<file path="config.mk">
export PLATFORM = sky130hd
export DESIGN_NAME = radix_number_syntax_checker_top_flat
export DESIGN_NICKNAME = d
export VERILOG_FILES = /design/src/rtl/core/rnsc_pkg.sv /design/src/rtl/core/rnsc_if.sv /design/src/rtl/core/rnsc_in_stage.sv /design/src/rtl/core/rnsc_scan.sv /design/src/rtl/core/rnsc_out_stage.sv /design/src/rtl/core/radix_number_syntax_checker_top.sv /design/src/flat_wrapper.sv
export SDC_FILE = /design/constraint.sdc
export NUM_CORES = 1
export LEC_CHECK = 0
export BUFFER_PORTS_ARGS = -buffer_cell sky130_fd_sc_hd__buf_2
export CELL_PAD_IN_SITES_DETAIL_PLACEMENT = 2
export CELL_PAD_IN_SITES_GLOBAL_PLACEMENT = 2
export CORE_MARGIN = 5
export CORE_UTILIZATION = 39
export CTS_CLUSTER_SIZE = 12
export DETAILED_ROUTE_END_ITERATION = 8
export GPL_ROUTABILITY_DRIVEN = 0
export GPL_TIMING_DRIVEN = 0
export PLACE_DENSITY_LB_ADDON = 0.1
export SLEW_MARGIN = 10
export SYNTH_ARGS = -nofsm -noshare
export SYNTH_HDL_FRONTEND = slang
export SYNTH_SLANG_ARGS = --single-unit
</file>
<file path="constraint.sdc">
create_clock -name clk -period 5.1 [get_ports clk]
set_clock_uncertainty 0.15 [all_clocks]
set_input_delay 1.02 -clock clk [delete_from_list [all_inputs] [get_ports clk]]
set_output_delay 1.02 -clock clk [all_outputs]
set_load 0.005 [all_outputs]
</file>
<file path="src/rtl/core/rnsc_pkg.sv">
// rnsc_pkg: shared types, constants and character helpers for the radix
// number syntax checker; no dependencies, compiled first
`default_nettype none

package rnsc_pkg;

  // widths
  localparam int PosW    = 16;   // character position counter width
  localparam int OutPosW = 16;   // reported error position width
  localparam int RadixW  = 9;
  localparam int BrkW    = 24;   // bracket accumulator, max 10000009
  localparam int DigW    = 6;    // single-character digit value, max 35

  localparam logic [PosW-1:0] PosMax       = '1;
  localparam logic [BrkW-1:0] BracketLimit = BrkW'(1000000);

  // character codes
  localparam logic [7:0] ChZero   = 8'h30;
  localparam logic [7:0] ChNine   = 8'h39;
  localparam logic [7:0] ChUpA    = 8'h41;
  localparam logic [7:0] ChUpZ    = 8'h5a;
  localparam logic [7:0] ChLoA    = 8'h61;
  localparam logic [7:0] ChLoZ    = 8'h7a;
  localparam logic [7:0] ChDot    = 8'h2e;
  localparam logic [7:0] ChOpenB  = 8'h5b;
  localparam logic [7:0] ChCloseB = 8'h5d;
  localparam logic [7:0] ChOpenP  = 8'h28;
  localparam logic [7:0] ChCloseP = 8'h29;
  localparam logic [DigW-1:0] LetterBase = DigW'(10);

  typedef enum logic {
    OP_CHAR = 1'b0,
    OP_END  = 1'b1
  } op_t;

  typedef enum logic [4:0] {
    ERR_NONE              = 5'd0,
    ERR_EMPTY             = 5'd1,
    ERR_AFTER_PERIOD      = 5'd2,
    ERR_DIGIT_BIG         = 5'd3,
    ERR_EMPTY_BRACKET     = 5'd4,
    ERR_NONDIGIT_BRACKET  = 5'd5,
    ERR_UNCLOSED_BRACKET  = 5'd6,
    ERR_EXTRA_DOT         = 5'd7,
    ERR_DOT_NO_INTEGER    = 5'd8,
    ERR_PERIOD_BEFORE_DOT = 5'd9,
    ERR_EXTRA_OPEN        = 5'd10,
    ERR_EXTRA_CLOSE       = 5'd11,
    ERR_EMPTY_PERIOD      = 5'd12,
    ERR_BAD_CHAR          = 5'd13,
    ERR_NO_INTEGER        = 5'd14,
    ERR_UNCLOSED_PERIOD   = 5'd15,
    ERR_DOT_NO_FRACTION   = 5'd16
  } err_t;

  // one registered input beat
  typedef struct packed {
    logic       valid;
    op_t        op;
    logic [7:0] char_code;
  } item_t;

  // one verdict on its way to the output register
  typedef struct packed {
    logic               valid;
    logic               accepted;
    err_t               error_code;
    logic [OutPosW-1:0] error_position;
  } verdict_t;

  function automatic logic is_dec(input logic [7:0] c);
    return (c >= ChZero) && (c <= ChNine);
  endfunction

  function automatic logic is_upper(input logic [7:0] c);
    return (c >= ChUpA) && (c <= ChUpZ);
  endfunction

  function automatic logic is_lower(input logic [7:0] c);
    return (c >= ChLoA) && (c <= ChLoZ);
  endfunction

  // value of a plain digit or letter character
  function automatic logic [DigW-1:0] char_value(input logic [7:0] c);
    logic [DigW-1:0] v;
    if (is_lower(c)) begin
      v = DigW'(c - ChLoA) + LetterBase;
    end else if (is_upper(c)) begin
      v = DigW'(c - ChUpA) + LetterBase;
    end else begin
      v = DigW'(c - ChZero);
    end
    return v;
  endfunction

endpackage

`default_nettype wire

</file>
<file path="src/rtl/core/rnsc_if.sv">
// rnsc_if: valid/ready channel interfaces for characters in and verdicts out
// depends on nothing; the payload widths are fixed by the field list
`default_nettype none

interface rnsc_char_if;
  logic       valid;
  logic       ready;
  logic       op;
  logic [7:0] char_code;

  modport source (output valid, output op, output char_code, input ready);
  modport sink   (input valid, input op, input char_code, output ready);
endinterface

interface rnsc_verdict_if;
  logic        valid;
  logic        ready;
  logic        accepted;
  logic [4:0]  error_code;
  logic [15:0] error_position;

  modport source (output valid, output accepted, output error_code,
                  output error_position, input ready);
  modport sink   (input valid, input accepted, input error_code,
                  input error_position, output ready);
endinterface

`default_nettype wire

</file>
<file path="src/rtl/core/rnsc_in_stage.sv">
// rnsc_in_stage: input register that takes one character beat per cycle while no end beat waits in it
// depends on rnsc_pkg and rnsc_char_if
`default_nettype none

module rnsc_in_stage (
  input  wire logic          clk,
  input  wire logic          rst,
  rnsc_char_if.sink          chars,
  input  wire logic          advance,
  output rnsc_pkg::item_t    item
);
  import rnsc_pkg::*;

  item_t item_q;

  // free or emptying this cycle
  assign chars.ready = !item_q.valid || advance;
  assign item        = item_q;

  // valid flag
  always_ff @(posedge clk) begin
    if (rst) begin
      item_q.valid <= 1'b0;
    end else if (chars.valid && chars.ready) begin
      item_q.valid <= 1'b1;
    end else if (advance) begin
      item_q.valid <= 1'b0;
    end
  end

  // payload
  always_ff @(posedge clk) begin
    if (chars.valid && chars.ready) begin
      item_q.op        <= op_t'(chars.op);
      item_q.char_code <= chars.char_code;
    end
  end

endmodule

`default_nettype wire

</file>
<file path="src/rtl/core/rnsc_scan.sv">
// rnsc_scan: syntax state of the number being scanned and the verdict logic
// depends on rnsc_pkg; fed by rnsc_in_stage, feeds rnsc_out_stage
`default_nettype none

module rnsc_scan (
  input  wire logic                       clk,
  input  wire logic                       rst,
  input  wire logic [rnsc_pkg::RadixW-1:0] radix,
  input  rnsc_pkg::item_t                 item,
  input  wire logic                       out_hold,
  output logic                            advance,
  output rnsc_pkg::verdict_t              verdict
);
  import rnsc_pkg::*;

  // scan state
  logic [PosW-1:0] char_index, char_index_next;
  logic            seen_dot, seen_dot_next;
  logic            inside_period, inside_period_next;
  logic            period_seen, period_seen_next;
  logic            period_closed, period_closed_next;
  logic            integer_digit_seen, integer_digit_seen_next;
  logic            fraction_digit_seen, fraction_digit_seen_next;
  logic            period_digit_seen, period_digit_seen_next;
  logic            inside_bracket, inside_bracket_next;
  logic            bracket_first_char, bracket_first_char_next;
  logic [BrkW-1:0] bracket_value, bracket_value_next;
  logic [PosW-1:0] bracket_start, bracket_start_next;
  err_t            first_error, first_error_next;
  logic [PosW-1:0] first_error_position, first_error_position_next;

  logic [PosW-1:0]    pos;
  logic [7:0]         c;
  logic               dec;
  logic               mark;
  logic               do_fail;
  err_t               fail_code;
  logic [PosW-1:0]    fail_pos;
  err_t               final_err;
  logic [PosW-1:0]    final_pos;
  logic [OutPosW-1:0] pos_out;

  // an end beat waits while the output register is still full
  assign advance = item.valid && ((item.op == OP_CHAR) || !out_hold);

  assign c   = item.char_code;
  assign dec = is_dec(c);
  assign pos = (char_index < PosMax) ? PosW'(char_index + 1'b1) : char_index;

  // one character against the current state
  always_comb begin
    mark      = 1'b0;
    do_fail   = 1'b0;
    fail_code = ERR_NONE;
    fail_pos  = pos;
    inside_bracket_next     = inside_bracket;
    bracket_first_char_next = bracket_first_char;
    bracket_value_next      = bracket_value;
    bracket_start_next      = bracket_start;
    seen_dot_next           = seen_dot;
    inside_period_next      = inside_period;
    period_seen_next        = period_seen;
    period_closed_next      = period_closed;
    if (inside_bracket) begin
      bracket_first_char_next = 1'b0;
      if (bracket_first_char && !dec) begin
        do_fail   = 1'b1;
        fail_code = ERR_EMPTY_BRACKET;
        fail_pos  = bracket_start;
      end else if (c == ChCloseB) begin
        inside_bracket_next = 1'b0;
        if (bracket_value >= BrkW'(radix)) begin
          do_fail   = 1'b1;
          fail_code = ERR_DIGIT_BIG;
          fail_pos  = bracket_start;
        end else begin
          mark = 1'b1;
        end
      end else if (!dec) begin
        do_fail   = 1'b1;
        fail_code = ERR_NONDIGIT_BRACKET;
      end else if (bracket_value <= BracketLimit) begin
        // times ten as two shifts, then the digit
        bracket_value_next = (bracket_value << 3) + (bracket_value << 1)
                           + BrkW'(c - ChZero);
      end
    end else if (period_closed) begin
      do_fail   = 1'b1;
      fail_code = ERR_AFTER_PERIOD;
    end else if (dec || is_upper(c) || is_lower(c)) begin
      if (RadixW'(char_value(c)) >= radix) begin
        do_fail   = 1'b1;
        fail_code = ERR_DIGIT_BIG;
      end else begin
        mark = 1'b1;
      end
    end else begin
      case (c)
        ChOpenB: begin
          inside_bracket_next     = 1'b1;
          bracket_first_char_next = 1'b1;
          bracket_value_next      = '0;
          bracket_start_next      = pos;
        end
        ChDot: begin
          if (seen_dot) begin
            do_fail   = 1'b1;
            fail_code = ERR_EXTRA_DOT;
          end else if (!integer_digit_seen) begin
            do_fail   = 1'b1;
            fail_code = ERR_DOT_NO_INTEGER;
          end else begin
            seen_dot_next = 1'b1;
          end
        end
        ChOpenP: begin
          if (!seen_dot) begin
            do_fail   = 1'b1;
            fail_code = ERR_PERIOD_BEFORE_DOT;
          end else if (inside_period || period_seen) begin
            do_fail   = 1'b1;
            fail_code = ERR_EXTRA_OPEN;
          end else begin
            inside_period_next = 1'b1;
            period_seen_next   = 1'b1;
          end
        end
        ChCloseP: begin
          if (!inside_period) begin
            do_fail   = 1'b1;
            fail_code = ERR_EXTRA_CLOSE;
          end else if (!period_digit_seen) begin
            do_fail   = 1'b1;
            fail_code = ERR_EMPTY_PERIOD;
          end else begin
            inside_period_next = 1'b0;
            period_closed_next = 1'b1;
          end
        end
        default: begin
          do_fail   = 1'b1;
          fail_code = ERR_BAD_CHAR;
        end
      endcase
    end
  end

  // checks at end of text
  always_comb begin
    final_err = first_error;
    final_pos = first_error_position;
    if (first_error == ERR_NONE) begin
      final_pos = '0;
      if (char_index == '0) begin
        final_err = ERR_EMPTY;
      end else if (inside_bracket) begin
        final_err = bracket_first_char ? ERR_EMPTY_BRACKET : ERR_UNCLOSED_BRACKET;
        final_pos = bracket_start;
      end else if (!integer_digit_seen) begin
        final_err = ERR_NO_INTEGER;
      end else if (inside_period) begin
        final_err = ERR_UNCLOSED_PERIOD;
      end else if (seen_dot && !fraction_digit_seen && !period_digit_seen) begin
        final_err = ERR_DOT_NO_FRACTION;
      end
    end
  end

  // reported position saturates
  always_comb begin
    pos_out = OutPosW'(final_pos);
    if ((final_pos >> OutPosW) != '0) begin
      pos_out = '1;
    end
  end

  assign verdict.valid          = advance && (item.op == OP_END);
  assign verdict.accepted       = (final_err == ERR_NONE);
  assign verdict.error_code     = final_err;
  assign verdict.error_position = pos_out;

  // flag updates; only the first error is kept
  always_comb begin
    integer_digit_seen_next   = integer_digit_seen;
    fraction_digit_seen_next  = fraction_digit_seen;
    period_digit_seen_next    = period_digit_seen;
    first_error_next          = first_error;
    first_error_position_next = first_error_position;
    if (mark) begin
      if (!seen_dot) begin
        integer_digit_seen_next = 1'b1;
      end else if (inside_period) begin
        period_digit_seen_next = 1'b1;
      end else begin
        fraction_digit_seen_next = 1'b1;
      end
    end
    if (do_fail) begin
      first_error_next          = fail_code;
      first_error_position_next = fail_pos;
    end
  end

  // state registers
  always_ff @(posedge clk) begin
    if (rst || (advance && (item.op == OP_END))) begin
      char_index           <= '0;
      seen_dot             <= 1'b0;
      inside_period        <= 1'b0;
      period_seen          <= 1'b0;
      period_closed        <= 1'b0;
      integer_digit_seen   <= 1'b0;
      fraction_digit_seen  <= 1'b0;
      period_digit_seen    <= 1'b0;
      inside_bracket       <= 1'b0;
      bracket_first_char   <= 1'b0;
      bracket_value        <= '0;
      bracket_start        <= '0;
      first_error          <= ERR_NONE;
      first_error_position <= '0;
    end else if (advance) begin
      char_index <= char_index_next;
      // characters after an error only move the position
      if (first_error == ERR_NONE) begin
        seen_dot             <= seen_dot_next;
        inside_period        <= inside_period_next;
        period_seen          <= period_seen_next;
        period_closed        <= period_closed_next;
        integer_digit_seen   <= integer_digit_seen_next;
        fraction_digit_seen  <= fraction_digit_seen_next;
        period_digit_seen    <= period_digit_seen_next;
        inside_bracket       <= inside_bracket_next;
        bracket_first_char   <= bracket_first_char_next;
        bracket_value        <= bracket_value_next;
        bracket_start        <= bracket_start_next;
        first_error          <= first_error_next;
        first_error_position <= first_error_position_next;
      end
    end
  end

  assign char_index_next = pos;

endmodule

`default_nettype wire

</file>
<file path="src/rtl/core/rnsc_out_stage.sv">
// rnsc_out_stage: output register holding one verdict until it is taken
// depends on rnsc_pkg and rnsc_verdict_if
`default_nettype none

module rnsc_out_stage (
  input  wire logic          clk,
  input  wire logic          rst,
  input  rnsc_pkg::verdict_t verdict,
  output logic               out_hold,
  rnsc_verdict_if.source     result
);
  import rnsc_pkg::*;

  logic               valid_q;
  logic               accepted_q;
  err_t               code_q;
  logic [OutPosW-1:0] pos_q;

  // full and not taken this cycle
  assign out_hold = valid_q && !result.ready;

  // valid flag
  always_ff @(posedge clk) begin
    if (rst) begin
      valid_q <= 1'b0;
    end else if (verdict.valid) begin
      valid_q <= 1'b1;
    end else if (result.ready) begin
      valid_q <= 1'b0;
    end
  end

  // payload
  always_ff @(posedge clk) begin
    if (verdict.valid) begin
      accepted_q <= verdict.accepted;
      code_q     <= verdict.error_code;
      pos_q      <= verdict.error_position;
    end
  end

  assign result.valid          = valid_q;
  assign result.accepted       = accepted_q;
  assign result.error_code     = code_q;
  assign result.error_position = pos_q;

endmodule

`default_nettype wire

</file>
<file path="src/rtl/core/radix_number_syntax_checker_top.sv">
// radix_number_syntax_checker_top: top level of the radix number syntax checker
// depends on rnsc_pkg, rnsc_if, rnsc_in_stage, rnsc_scan, rnsc_out_stage
//
//   channel   dir  beat                               handshake
//   chars     in   op, char_code                      valid/ready
//   verdict   out  accepted, error_code, error_pos    valid/ready
//   radix     in   radix_wdata (9 bits)               radix_we, no wait
//
// one beat per cycle unless an end beat waits; the verdict is registered as its end beat leaves the input register
// a character beat never waits on the output; an end beat waits in the input
// register only while the output register holds a verdict that is not taken,
// and the beat behind it waits with it
// rst is synchronous: radix returns to 10, scan state and registers clear
// the user must write the radix register only between numbers; the block does not enforce it
`default_nettype none

module radix_number_syntax_checker_top (
  input  wire logic                        clk,
  input  wire logic                        rst,
  rnsc_char_if.sink                        chars,
  rnsc_verdict_if.source                   verdict,
  input  wire logic                        radix_we,
  input  wire logic [rnsc_pkg::RadixW-1:0] radix_wdata
);
  import rnsc_pkg::*;

  logic [RadixW-1:0] radix;
  item_t             item;
  logic              advance;
  logic              out_hold;
  verdict_t          scan_verdict;

  // configuration register
  always_ff @(posedge clk) begin
    if (rst) begin
      radix <= RadixW'(10);
    end else if (radix_we) begin
      radix <= radix_wdata;
    end
  end

  rnsc_in_stage u_in (
    .clk     (clk),
    .rst     (rst),
    .chars   (chars),
    .advance (advance),
    .item    (item)
  );

  rnsc_scan u_scan (
    .clk      (clk),
    .rst      (rst),
    .radix    (radix),
    .item     (item),
    .out_hold (out_hold),
    .advance  (advance),
    .verdict  (scan_verdict)
  );

  rnsc_out_stage u_out (
    .clk      (clk),
    .rst      (rst),
    .verdict  (scan_verdict),
    .out_hold (out_hold),
    .result   (verdict)
  );

endmodule

`default_nettype wire
</file>
<file path="src/flat_wrapper.sv">
// flat-port wrapper written by rule: the top's interface ports become plain ports
module radix_number_syntax_checker_top_flat import rnsc_pkg::*;
  (clk, rst, radix_we, radix_wdata, chars_valid, chars_op, chars_char_code, chars_ready, verdict_valid, verdict_accepted, verdict_error_code, verdict_error_position, verdict_ready);
  rnsc_char_if chars_i ();
  rnsc_verdict_if verdict_i ();
  input  wire logic clk;
  input  wire logic rst;
  input  wire logic radix_we;
  input  wire logic [rnsc_pkg::RadixW-1:0] radix_wdata;
  input wire logic [$bits(chars_i.valid)-1:0] chars_valid;
  input wire logic [$bits(chars_i.op)-1:0] chars_op;
  input wire logic [$bits(chars_i.char_code)-1:0] chars_char_code;
  output wire logic [$bits(chars_i.ready)-1:0] chars_ready;
  output wire logic [$bits(verdict_i.valid)-1:0] verdict_valid;
  output wire logic [$bits(verdict_i.accepted)-1:0] verdict_accepted;
  output wire logic [$bits(verdict_i.error_code)-1:0] verdict_error_code;
  output wire logic [$bits(verdict_i.error_position)-1:0] verdict_error_position;
  input wire logic [$bits(verdict_i.ready)-1:0] verdict_ready;
  assign chars_i.valid = chars_valid;
  assign chars_i.op = chars_op;
  assign chars_i.char_code = chars_char_code;
  assign chars_ready = chars_i.ready;
  assign verdict_valid = verdict_i.valid;
  assign verdict_accepted = verdict_i.accepted;
  assign verdict_error_code = verdict_i.error_code;
  assign verdict_error_position = verdict_i.error_position;
  assign verdict_i.ready = verdict_ready;
  radix_number_syntax_checker_top u_core (.clk(clk), .rst(rst), .chars(chars_i), .verdict(verdict_i), .radix_we(radix_we), .radix_wdata(radix_wdata));
endmodule
</file>
Word-level counts from Yosys, hierarchy flattened
Cells that the tools add are included.
Widths: inputs -> output; s select.
{"block": "totals", "regBits": 128, "latch_bits": 0, "mem_bits_rw": 0, "mem_bits_ro": 0, "inputBits": 23, "out_inout_bits": 24, "elab_cells": 192, "memories": 0}
{"block": "op_classes", "add_sub_neg": 9, "n_mul": 0, "div_mod_pow": 0, "magnitude_cmp": 10, "eq_ne": 13, "shifts": 0, "mux": 90, "n_bitwise": 7, "reduce_logical": 41}
{"cell": "$mux 24", "n": 8}
{"cell": "$mux 16", "n": 8}
{"cell": "$mux 5", "n": 11}
{"cell": "$add 24x24->24", "n": 2}
{"cell": "$mux 1", "n": 45}
{"cell": "$mux 6", "n": 5}
{"cell": "$eq 8x6->1 const B", "n": 3}
{"cell": "$ge 24x9->1", "n": 1}
{"cell": "$le 24x20->1 const B", "n": 1}
{"cell": "$mux 4", "n": 6}
{"cell": "$add 16x1->16 const B", "n": 1}
{"cell": "$eq 8x7->1 const B", "n": 2}
{"cell": "$ge 8x7->1 const B", "n": 2}
{"cell": "$le 8x7->1 const B", "n": 2}
{"cell": "$logic_not 16->1", "n": 1}
{"cell": "$lt 16x16->1 const B", "n": 1}
{"cell": "$pmux 4 s4", "n": 1}
{"cell": "$reduce_and 8->1", "n": 2}
{"cell": "$reduce_and 5->1", "n": 3}
{"cell": "$add 6x4->6 const B", "n": 2}
{"cell": "$reduce_and 6->1", "n": 2}
{"cell": "$sub 6x6->6 const B", "n": 2}
{"cell": "$logic_and 1x1->1", "n": 10}
{"cell": "$logic_not 5->1", "n": 2}
{"cell": "19 further kinds", "n": 47}

Logic depth before layout (Yosys ltp)
{"block": "logic_depth", "ltp_word": 13, "mapped_depth": 21, "ltp_nobuf": 18}

By module
A second synthesis with hierarchy kept.
{"block": "hier_totals", "cells_unflattened": 869, "hier_area_um2": 7907.6}
{"mod": "rnsc_scan", "instances": 1, "cells_per_inst": 801, "area_each_um2": 6551.3, "seq_area_each_um2": 1701.6}
{"mod": "rnsc_out_stage", "instances": 1, "cells_per_inst": 25, "area_each_um2": 704.4, "seq_area_each_um2": 680.7}
{"mod": "radix_number_syntax_checker_top", "instances": 1, "cells_per_inst": 29, "area_each_um2": 326.6, "seq_area_each_um2": 180.2}
{"mod": "rnsc_in_stage", "instances": 1, "cells_per_inst": 14, "area_each_um2": 325.3, "seq_area_each_um2": 290.3}

Worst setup path before layout
No wires, ideal clock.
{"block": "synth_path", "path_kind": "register -> register", "start": "reg u_core.u_in.item_q, in the netlist u_core.u_in.item[4]", "end": "reg u_core.u_scan.bracket_value[18]", "t_arrival_ns": 4.181, "slack_ns": 0.651, "stages_incl_launch_ff": 15, "path_buffers": 1, "synth_period_minus_slack_ns": 4.449, "path_cell_list": "edfxtp_1 ha_1 clkbuf_1 nor2_1 fa_1 ha_1 and3_1 and3_1 a21o_1 a41oi_1 a41oi_1 a21o_1 a21oi_1 xor2_1 o21ai_1"}
{"block": "synth_between", "elab_chain_len": 7, "word_cells_on_any_way": 28, "cone_classes": "add/sub: 2; order compare: 6; eq/ne: 6; mux: 5; reduce/logical: 9"}
{"element": "start: declaration", "line_no": "rnsc_in_stage.sv:14", "rtl": "item_t item_q;"}
{"element": "$sub 8x6->9", "line_no": "rnsc_scan.sv:85", "rtl": "+ BrkW'(c - ChZero);"}
{"element": "$add 24x24->24", "line_no": "rnsc_scan.sv:85"}
{"element": "$mux 24", "line_no": "rnsc_scan.sv:82", "rtl": "end else if (bracket_value <= BracketLimit) begin"}
{"element": "$mux 24", "line_no": "rnsc_scan.sv:79", "rtl": "end else if (!dec) begin"}
{"element": "$mux 24", "line_no": "rnsc_scan.sv:70", "rtl": "end else if (c == ChCloseB) begin"}
{"element": "$mux 24", "line_no": "rnsc_scan.sv:66", "rtl": "if (bracket_first_char && !dec) begin"}
{"element": "$mux 24", "line_no": "rnsc_scan.sv:64", "rtl": "if (inside_bracket) begin"}
{"element": "end signal: assignment", "line_no": "rnsc_scan.sv:234", "rtl": "bracket_value <= bracket_value_next;"}
{"element": "end: declaration", "line_no": "rnsc_scan.sv:27", "rtl": "logic [BrkW-1:0] bracket_value, bracket_value_next;"}
Several ways; a longest one is shown, not always the timed one. The select of a mux whose other input is x is not followed.
A chain may end at the register's enable or synchronous reset.

Worst setup path in the final report
{"block": "layout_path", "start": "reg u_core.u_in.item_q, in the netlist u_core.u_in.item[1]", "end": "reg u_core.u_scan.first_error[2]"}
{"block": "layout_between", "elab_chain_len": 13, "word_cells_on_any_way": 45, "cone_classes": "add/sub: 5; order compare: 7; eq/ne: 5; mux: 20; reduce/logical: 8"}
{"element": "$sub 6x1->6 (tied with other cells)", "line_no": "rnsc_pkg.sv:89", "rtl": "v = DigW'(c - ChUpA) + LetterBase;"}
{"element": "$add 6x4->6 / $logic_and 1x1->1 (equally long branches)", "line_no": "rnsc_pkg.sv:89, rnsc_pkg.sv:76"}
{"element": "$mux 6", "line_no": "rnsc_pkg.sv:88", "rtl": "end else if (is_upper(c)) begin"}
{"element": "$mux 6", "line_no": "rnsc_pkg.sv:86", "rtl": "if (is_lower(c)) begin"}
{"element": "$mux 6", "line_no": "rnsc_scan.sv:90", "rtl": "end else if (dec || is_upper(c) || is_lower(c)) begin"}
{"element": "$mux 6", "line_no": "rnsc_scan.sv:87", "rtl": "end else if (period_closed) begin"}
{"element": "$mux 6", "line_no": "rnsc_scan.sv:64"}
{"element": "$ge 6x9->1", "line_no": "rnsc_scan.sv:91", "rtl": "if (RadixW'(char_value(c)) >= radix) begin"}
{"element": "$mux 1", "line_no": "rnsc_scan.sv:91"}
{"element": "$mux 1", "line_no": "rnsc_scan.sv:90"}
{"element": "$mux 1", "line_no": "rnsc_scan.sv:87"}
{"element": "$mux 1", "line_no": "rnsc_scan.sv:64"}
{"element": "$reduce_and 3->1 (no source line)"}
{"element": "end signal: assignment", "line_no": "rnsc_scan.sv:236", "rtl": "first_error <= first_error_next;"}
{"element": "end: declaration", "line_no": "rnsc_scan.sv:29", "rtl": "err_t first_error, first_error_next;"}
Several ways; a longest one is shown, not always the timed one. The select of a mux whose other input is x is not followed.

==> out/summary.txt <==
OUTCOME
----------------------------------------------------------------------------------------
Run status ................................................................ finished, final reports clean

SYNTHESIS
----------------------------------------------------------------------------------------
Post-synthesis cell type count ............................................           75
Mean instance size in the synthesized netlist .............................     8.92 um2
Sequential element share of the synthesized area ..........................        35.9%
Ys async rst share ........................................................           0%
Dominant cell type by area after synthesis ................................ sky130_fd_sc_hd__dfxtp_1
EDFF count, synth .........................................................           31
Flip-flop and latch count after synthesis .................................          127
Top-count cell post-synth ................................................. sky130_fd_sc_hd__nand2_1
Top cell type's share of synthesized area .................................        24.2%
Cells after synthesis .....................................................          892
Synth top area cells ...................................................... sky130_fd_sc_hd__dfxtp_1, sky130_fd_sc_hd__edfxtp_1, sky130_fd_sc_hd__ha_1
Number of synthesis warnings ..............................................            0
Net count of the mapped netlist ...........................................          985
Most used DFF post-synth .................................................. sky130_fd_sc_hd__dfxtp_1
Post-synthesis instance area ..............................................     7950 um2
Synth cell count leaders .................................................. sky130_fd_sc_hd__nand2_1, sky130_fd_sc_hd__dfxtp_1, sky130_fd_sc_hd__a21oi_1, sky130_fd_sc_hd__nor2_1, sky130_fd_sc_hd__ha_1

CLOCK NETWORK
----------------------------------------------------------------------------------------
H-tree levels .............................................................            4
Clock sinks ...............................................................          127
Count of instances resized after the clock tree is built ..................            0
Clk root buf .............................................................. sky130_fd_sc_hd__clkbuf_16
Setup Buffers After CTS ...................................................            0
Deepest clock path buffer count ...........................................            2
Clk pin slew, worst setup/hold paths ......................................      0.06 ns
Number of hold buffers added after CTS ....................................            0
Clock latency reported for the late side of the worst-skew pair ...........      0.43 ns
TritonCTS clock tree ......................................................        built
CTS buffer count ..........................................................           17

POWER
----------------------------------------------------------------------------------------
Fraction of power consumed by sequential logic ............................        41.0%
Net switching component of the power ......................................     0.721 mW
Peak ir drop on the vdd network ...........................................     0.267 mV
Proportion of power drawn by the clock network ............................        48.8%
Switching fraction of total power .........................................        27.5%
Power density over the cells ..............................................   287 nW/um2
Leak ......................................................................      3.71 nW
Part of the total power dissipated in combinational logic .................        10.2%
Power Internal ............................................................      1.90 mW

ROUTE
----------------------------------------------------------------------------------------
Drt pass-1 iters ..........................................................            4
Via total after detailed routing ..........................................        7,047
Average wire per cell in the routed design ................................      21.5 um
Number of routed nets with antenna violations .............................            0
Violation count after the first detailed-routing iteration ................          292
DRC Markers ...............................................................            0
Number of vias per cell after detailed routing ............................         5.68
Final Routed Wirelength ...................................................    26,700 um

FINISH
----------------------------------------------------------------------------------------
Final-layout fill cell count ..............................................        2,249
Flip-flop and latch area ..................................................     2850 um2
Count of antenna diodes in the layout .....................................            0
Area used by multi-input combinational logic ..............................     4740 um2
Growth of design area from synthesis to finish ............................        15.0%
Fraction of layout instances using a drive strength above 1 ...............        13.6%
Net count, final ..........................................................        1,051

TIMING
----------------------------------------------------------------------------------------
Part of the cycle the worst path needs ....................................        92.3%
Fin. max-slew vios ........................................................            0
Final Critical Period .....................................................      4.71 ns
Final WS setup ............................................................     0.393 ns
Slew margin rel. ..........................................................        27.8%
Unrepaired setup endpoints after global routing ...........................           no
Hold Violations, Final ....................................................            0
Final setup violating endpoints ...........................................            0
Slew of the pin with the lowest slew margin ...............................      1.08 ns
Max Clk Rate ..............................................................    0.212 GHz
Worst-case hold slack .....................................................     0.311 ns

PLACED DESIGN
----------------------------------------------------------------------------------------
Post-Place Setup Slack ....................................................     0.422 ns
Total half-perimeter wirelength after legalization and detailed placement .    19,700 um
Port Buf Inserts ..........................................................           46

WORST HOLD PATH
----------------------------------------------------------------------------------------
Tightest Hold Check Type .................................................. flip-flop to flip-flop
Hold wc startpoint ........................................................ u_core.u_scan.fraction_digit_seen

WORST SETUP PATH
----------------------------------------------------------------------------------------
Maximum single-stage delay on the critical path ...........................      0.55 ns
Ordered cell list for the critical path ................................... inv_1 -> ha_1 -> nor4b_1 -> nor2b_1 -> o22ai_2 -> a21o_1 -> buf_2 -> a31oi_1 -> xor2_1 -> ha_1 -> a21oi_1 -> o21ai_0 -> a41oi_1 -> o21ai_2 -> a21oi_2 -> nor3b_2 -> buf_6 -> buf_6 -> a31oi_1 -> nor2_1
Cell at the slowest stage of the critical path ............................ sky130_fd_sc_hd__edfxtp_1
Endpoint kind of the worst setup timing path ..............................    flip-flop
CP startpoint kind ........................................................    flip-flop
Worst R2R Start ........................................................... u_core.u_in.item[1]
Startpoint of the most critical setup path ................................ u_core.u_in.item[1]
Buffering stage count on the worst path with inverters included ...........            4
Critical Path RT ..........................................................      5.24 ns
Cell class contributing the biggest share of worst-path delay ............. compound AO/OA/AOI/OAI gates
Maximum fanout along the worst path .......................................           10
Path type of the worst setup path ......................................... flip-flop to flip-flop
Worst EP arrival ..........................................................      4.84 ns

GLOBAL ROUTE
----------------------------------------------------------------------------------------
Number of global-route vias before repair .................................        7,844
Total Routing Usage GR ....................................................        23.0%
Initial antenna violation count ...........................................            0
Global-route wire length before repair ....................................    43,300 um
Residual overflow from global routing .....................................            0
Largest net degree at the start of global routing .........................           25

FLOORPLAN
----------------------------------------------------------------------------------------
Area enclosed by the die boundary .........................................   23,300 um2
Height of the chip ........................................................       153 um
Number of top-level design ports ..........................................           47
Floorplan core area .......................................................   20,200 um2
Effective utilization at floorplan ........................................        39.4%
Placement row count .......................................................           52
Die span in x .............................................................       153 um

JOB
----------------------------------------------------------------------------------------
Number of max-cap violations ..............................................            0

power by group through the flow:
stage	sequential [mW]	combinational [mW]	clock [mW]
after CTS	1.07	0.270	1.29
after detailed placement	1.10	0.263	0
after global routing	1.08	0.294	1.34
after floorplan	1.09	0.173	0
after global placement	1.09	0.250	0
final	1.08	0.268	1.28
cell type report:
type,instances,area share [%]
clock buffers,18,4.80
clock inverters,14,1.83
inverters,39,1.60
well taps,270,3.69
flip-flops and latches,127,31.2
plain buffers,42,2.33
repair buffers,47,2.68
multi-input cells,684,51.9
registers in the layout (all words and copies together) (netlist names), 4 cells and up:
signal                              cells
u_core.radix                            9
u_core.u_out.result.error_code          5
u_core.u_scan.first_error               4
u_core.u_scan.char_index               16
u_core.u_scan.bracket_start            16
u_core.u_in.item                       10
u_core.u_out.result.error_position     16
u_core.u_scan.bracket_value            24
u_core.u_scan.first_error_position     16
path summary, 6_finish.rpt:
check | cells after the start | end | slack, ns
hold / removal | 2 | u_core.u_scan.fraction_digit_seen | 0.31
hold reg to reg | 2 | u_core.u_scan.fraction_digit_seen | 0.31
setup reg to reg | 20 | u_core.u_scan.first_error[2] | 0.39
setup / recovery | 20 | u_core.u_scan.first_error[2] | 0.39
cell families (layout without fill, tap and decap cells):
| logic type | Yosys count | count (layout) | synth area share [%] |
|---|---|---|---|
| mux | 34 | 34 | 4.45 |
| xor+xnor | 47 | 47 | 5.18 |
| compound gates | 207 | 207 | 16.8 |
| buf+inv | 81 | 160 | 4.52 |
| fa+ha+maj | 70 | 70 | 13.0 |
| simple gates | 326 | 326 | 20.2 |
| flops | 127 | 127 | 35.9 |
cell usage in the layout, fill, tap and decap left out, drive strengths merged, types with 10 or more instances in the layout:
cell type	n
nand4	17
fa	21
nand2b	10
mux2i	23
o21ai	37
a22o	18
edfxtp	31
nand3	36
nor2	81
mux2	11
xnor2	23
nand2	103
inv	49
buf	63
nor3	13
nor4	10
xor2	24
a21oi	86
clkbuf	44
nor2b	11
ha	49
dfxtp	96
a21o	11
per-layer routing:
metal	wire (um)	global-route usage [%]	vias up
li1	-	-	3307
met1	12200	29.8	3607
met2	13400	40.9	105
met3	706	2.93	28
met4	385	5.69	0
met5	0	0	-
tightest hold or removal path: cells and delay by family (launching register included):
kind               cells  cell delay, ns
DFF                    1            0.32
and+or+nand+nor        1            0.05
AOI/OAI and AO/OA      1            0.06
through the flow:
stage / cell area, um2 / instances / total power [mW] / setup TNS, ns / utilization (%)
2_1_floorplan: 7950 / 892 / 1.26 / 0 / -
3_3_place_gp: 8520 / 1208 / 1.34 / -1.20 / 42.2
3_5_place_dp: 8540 / 1209 / 1.36 / 0 / 42.3
4_1_cts: 9150 / 1241 / 2.64 / 0 / 45.3
5_1_grt: 9150 / 1241 / 2.71 / 0 / 45.3
6_report: 9150 / 1241 / 2.62 / 0 / 45.3
Power figures use the tool's default switching activity.
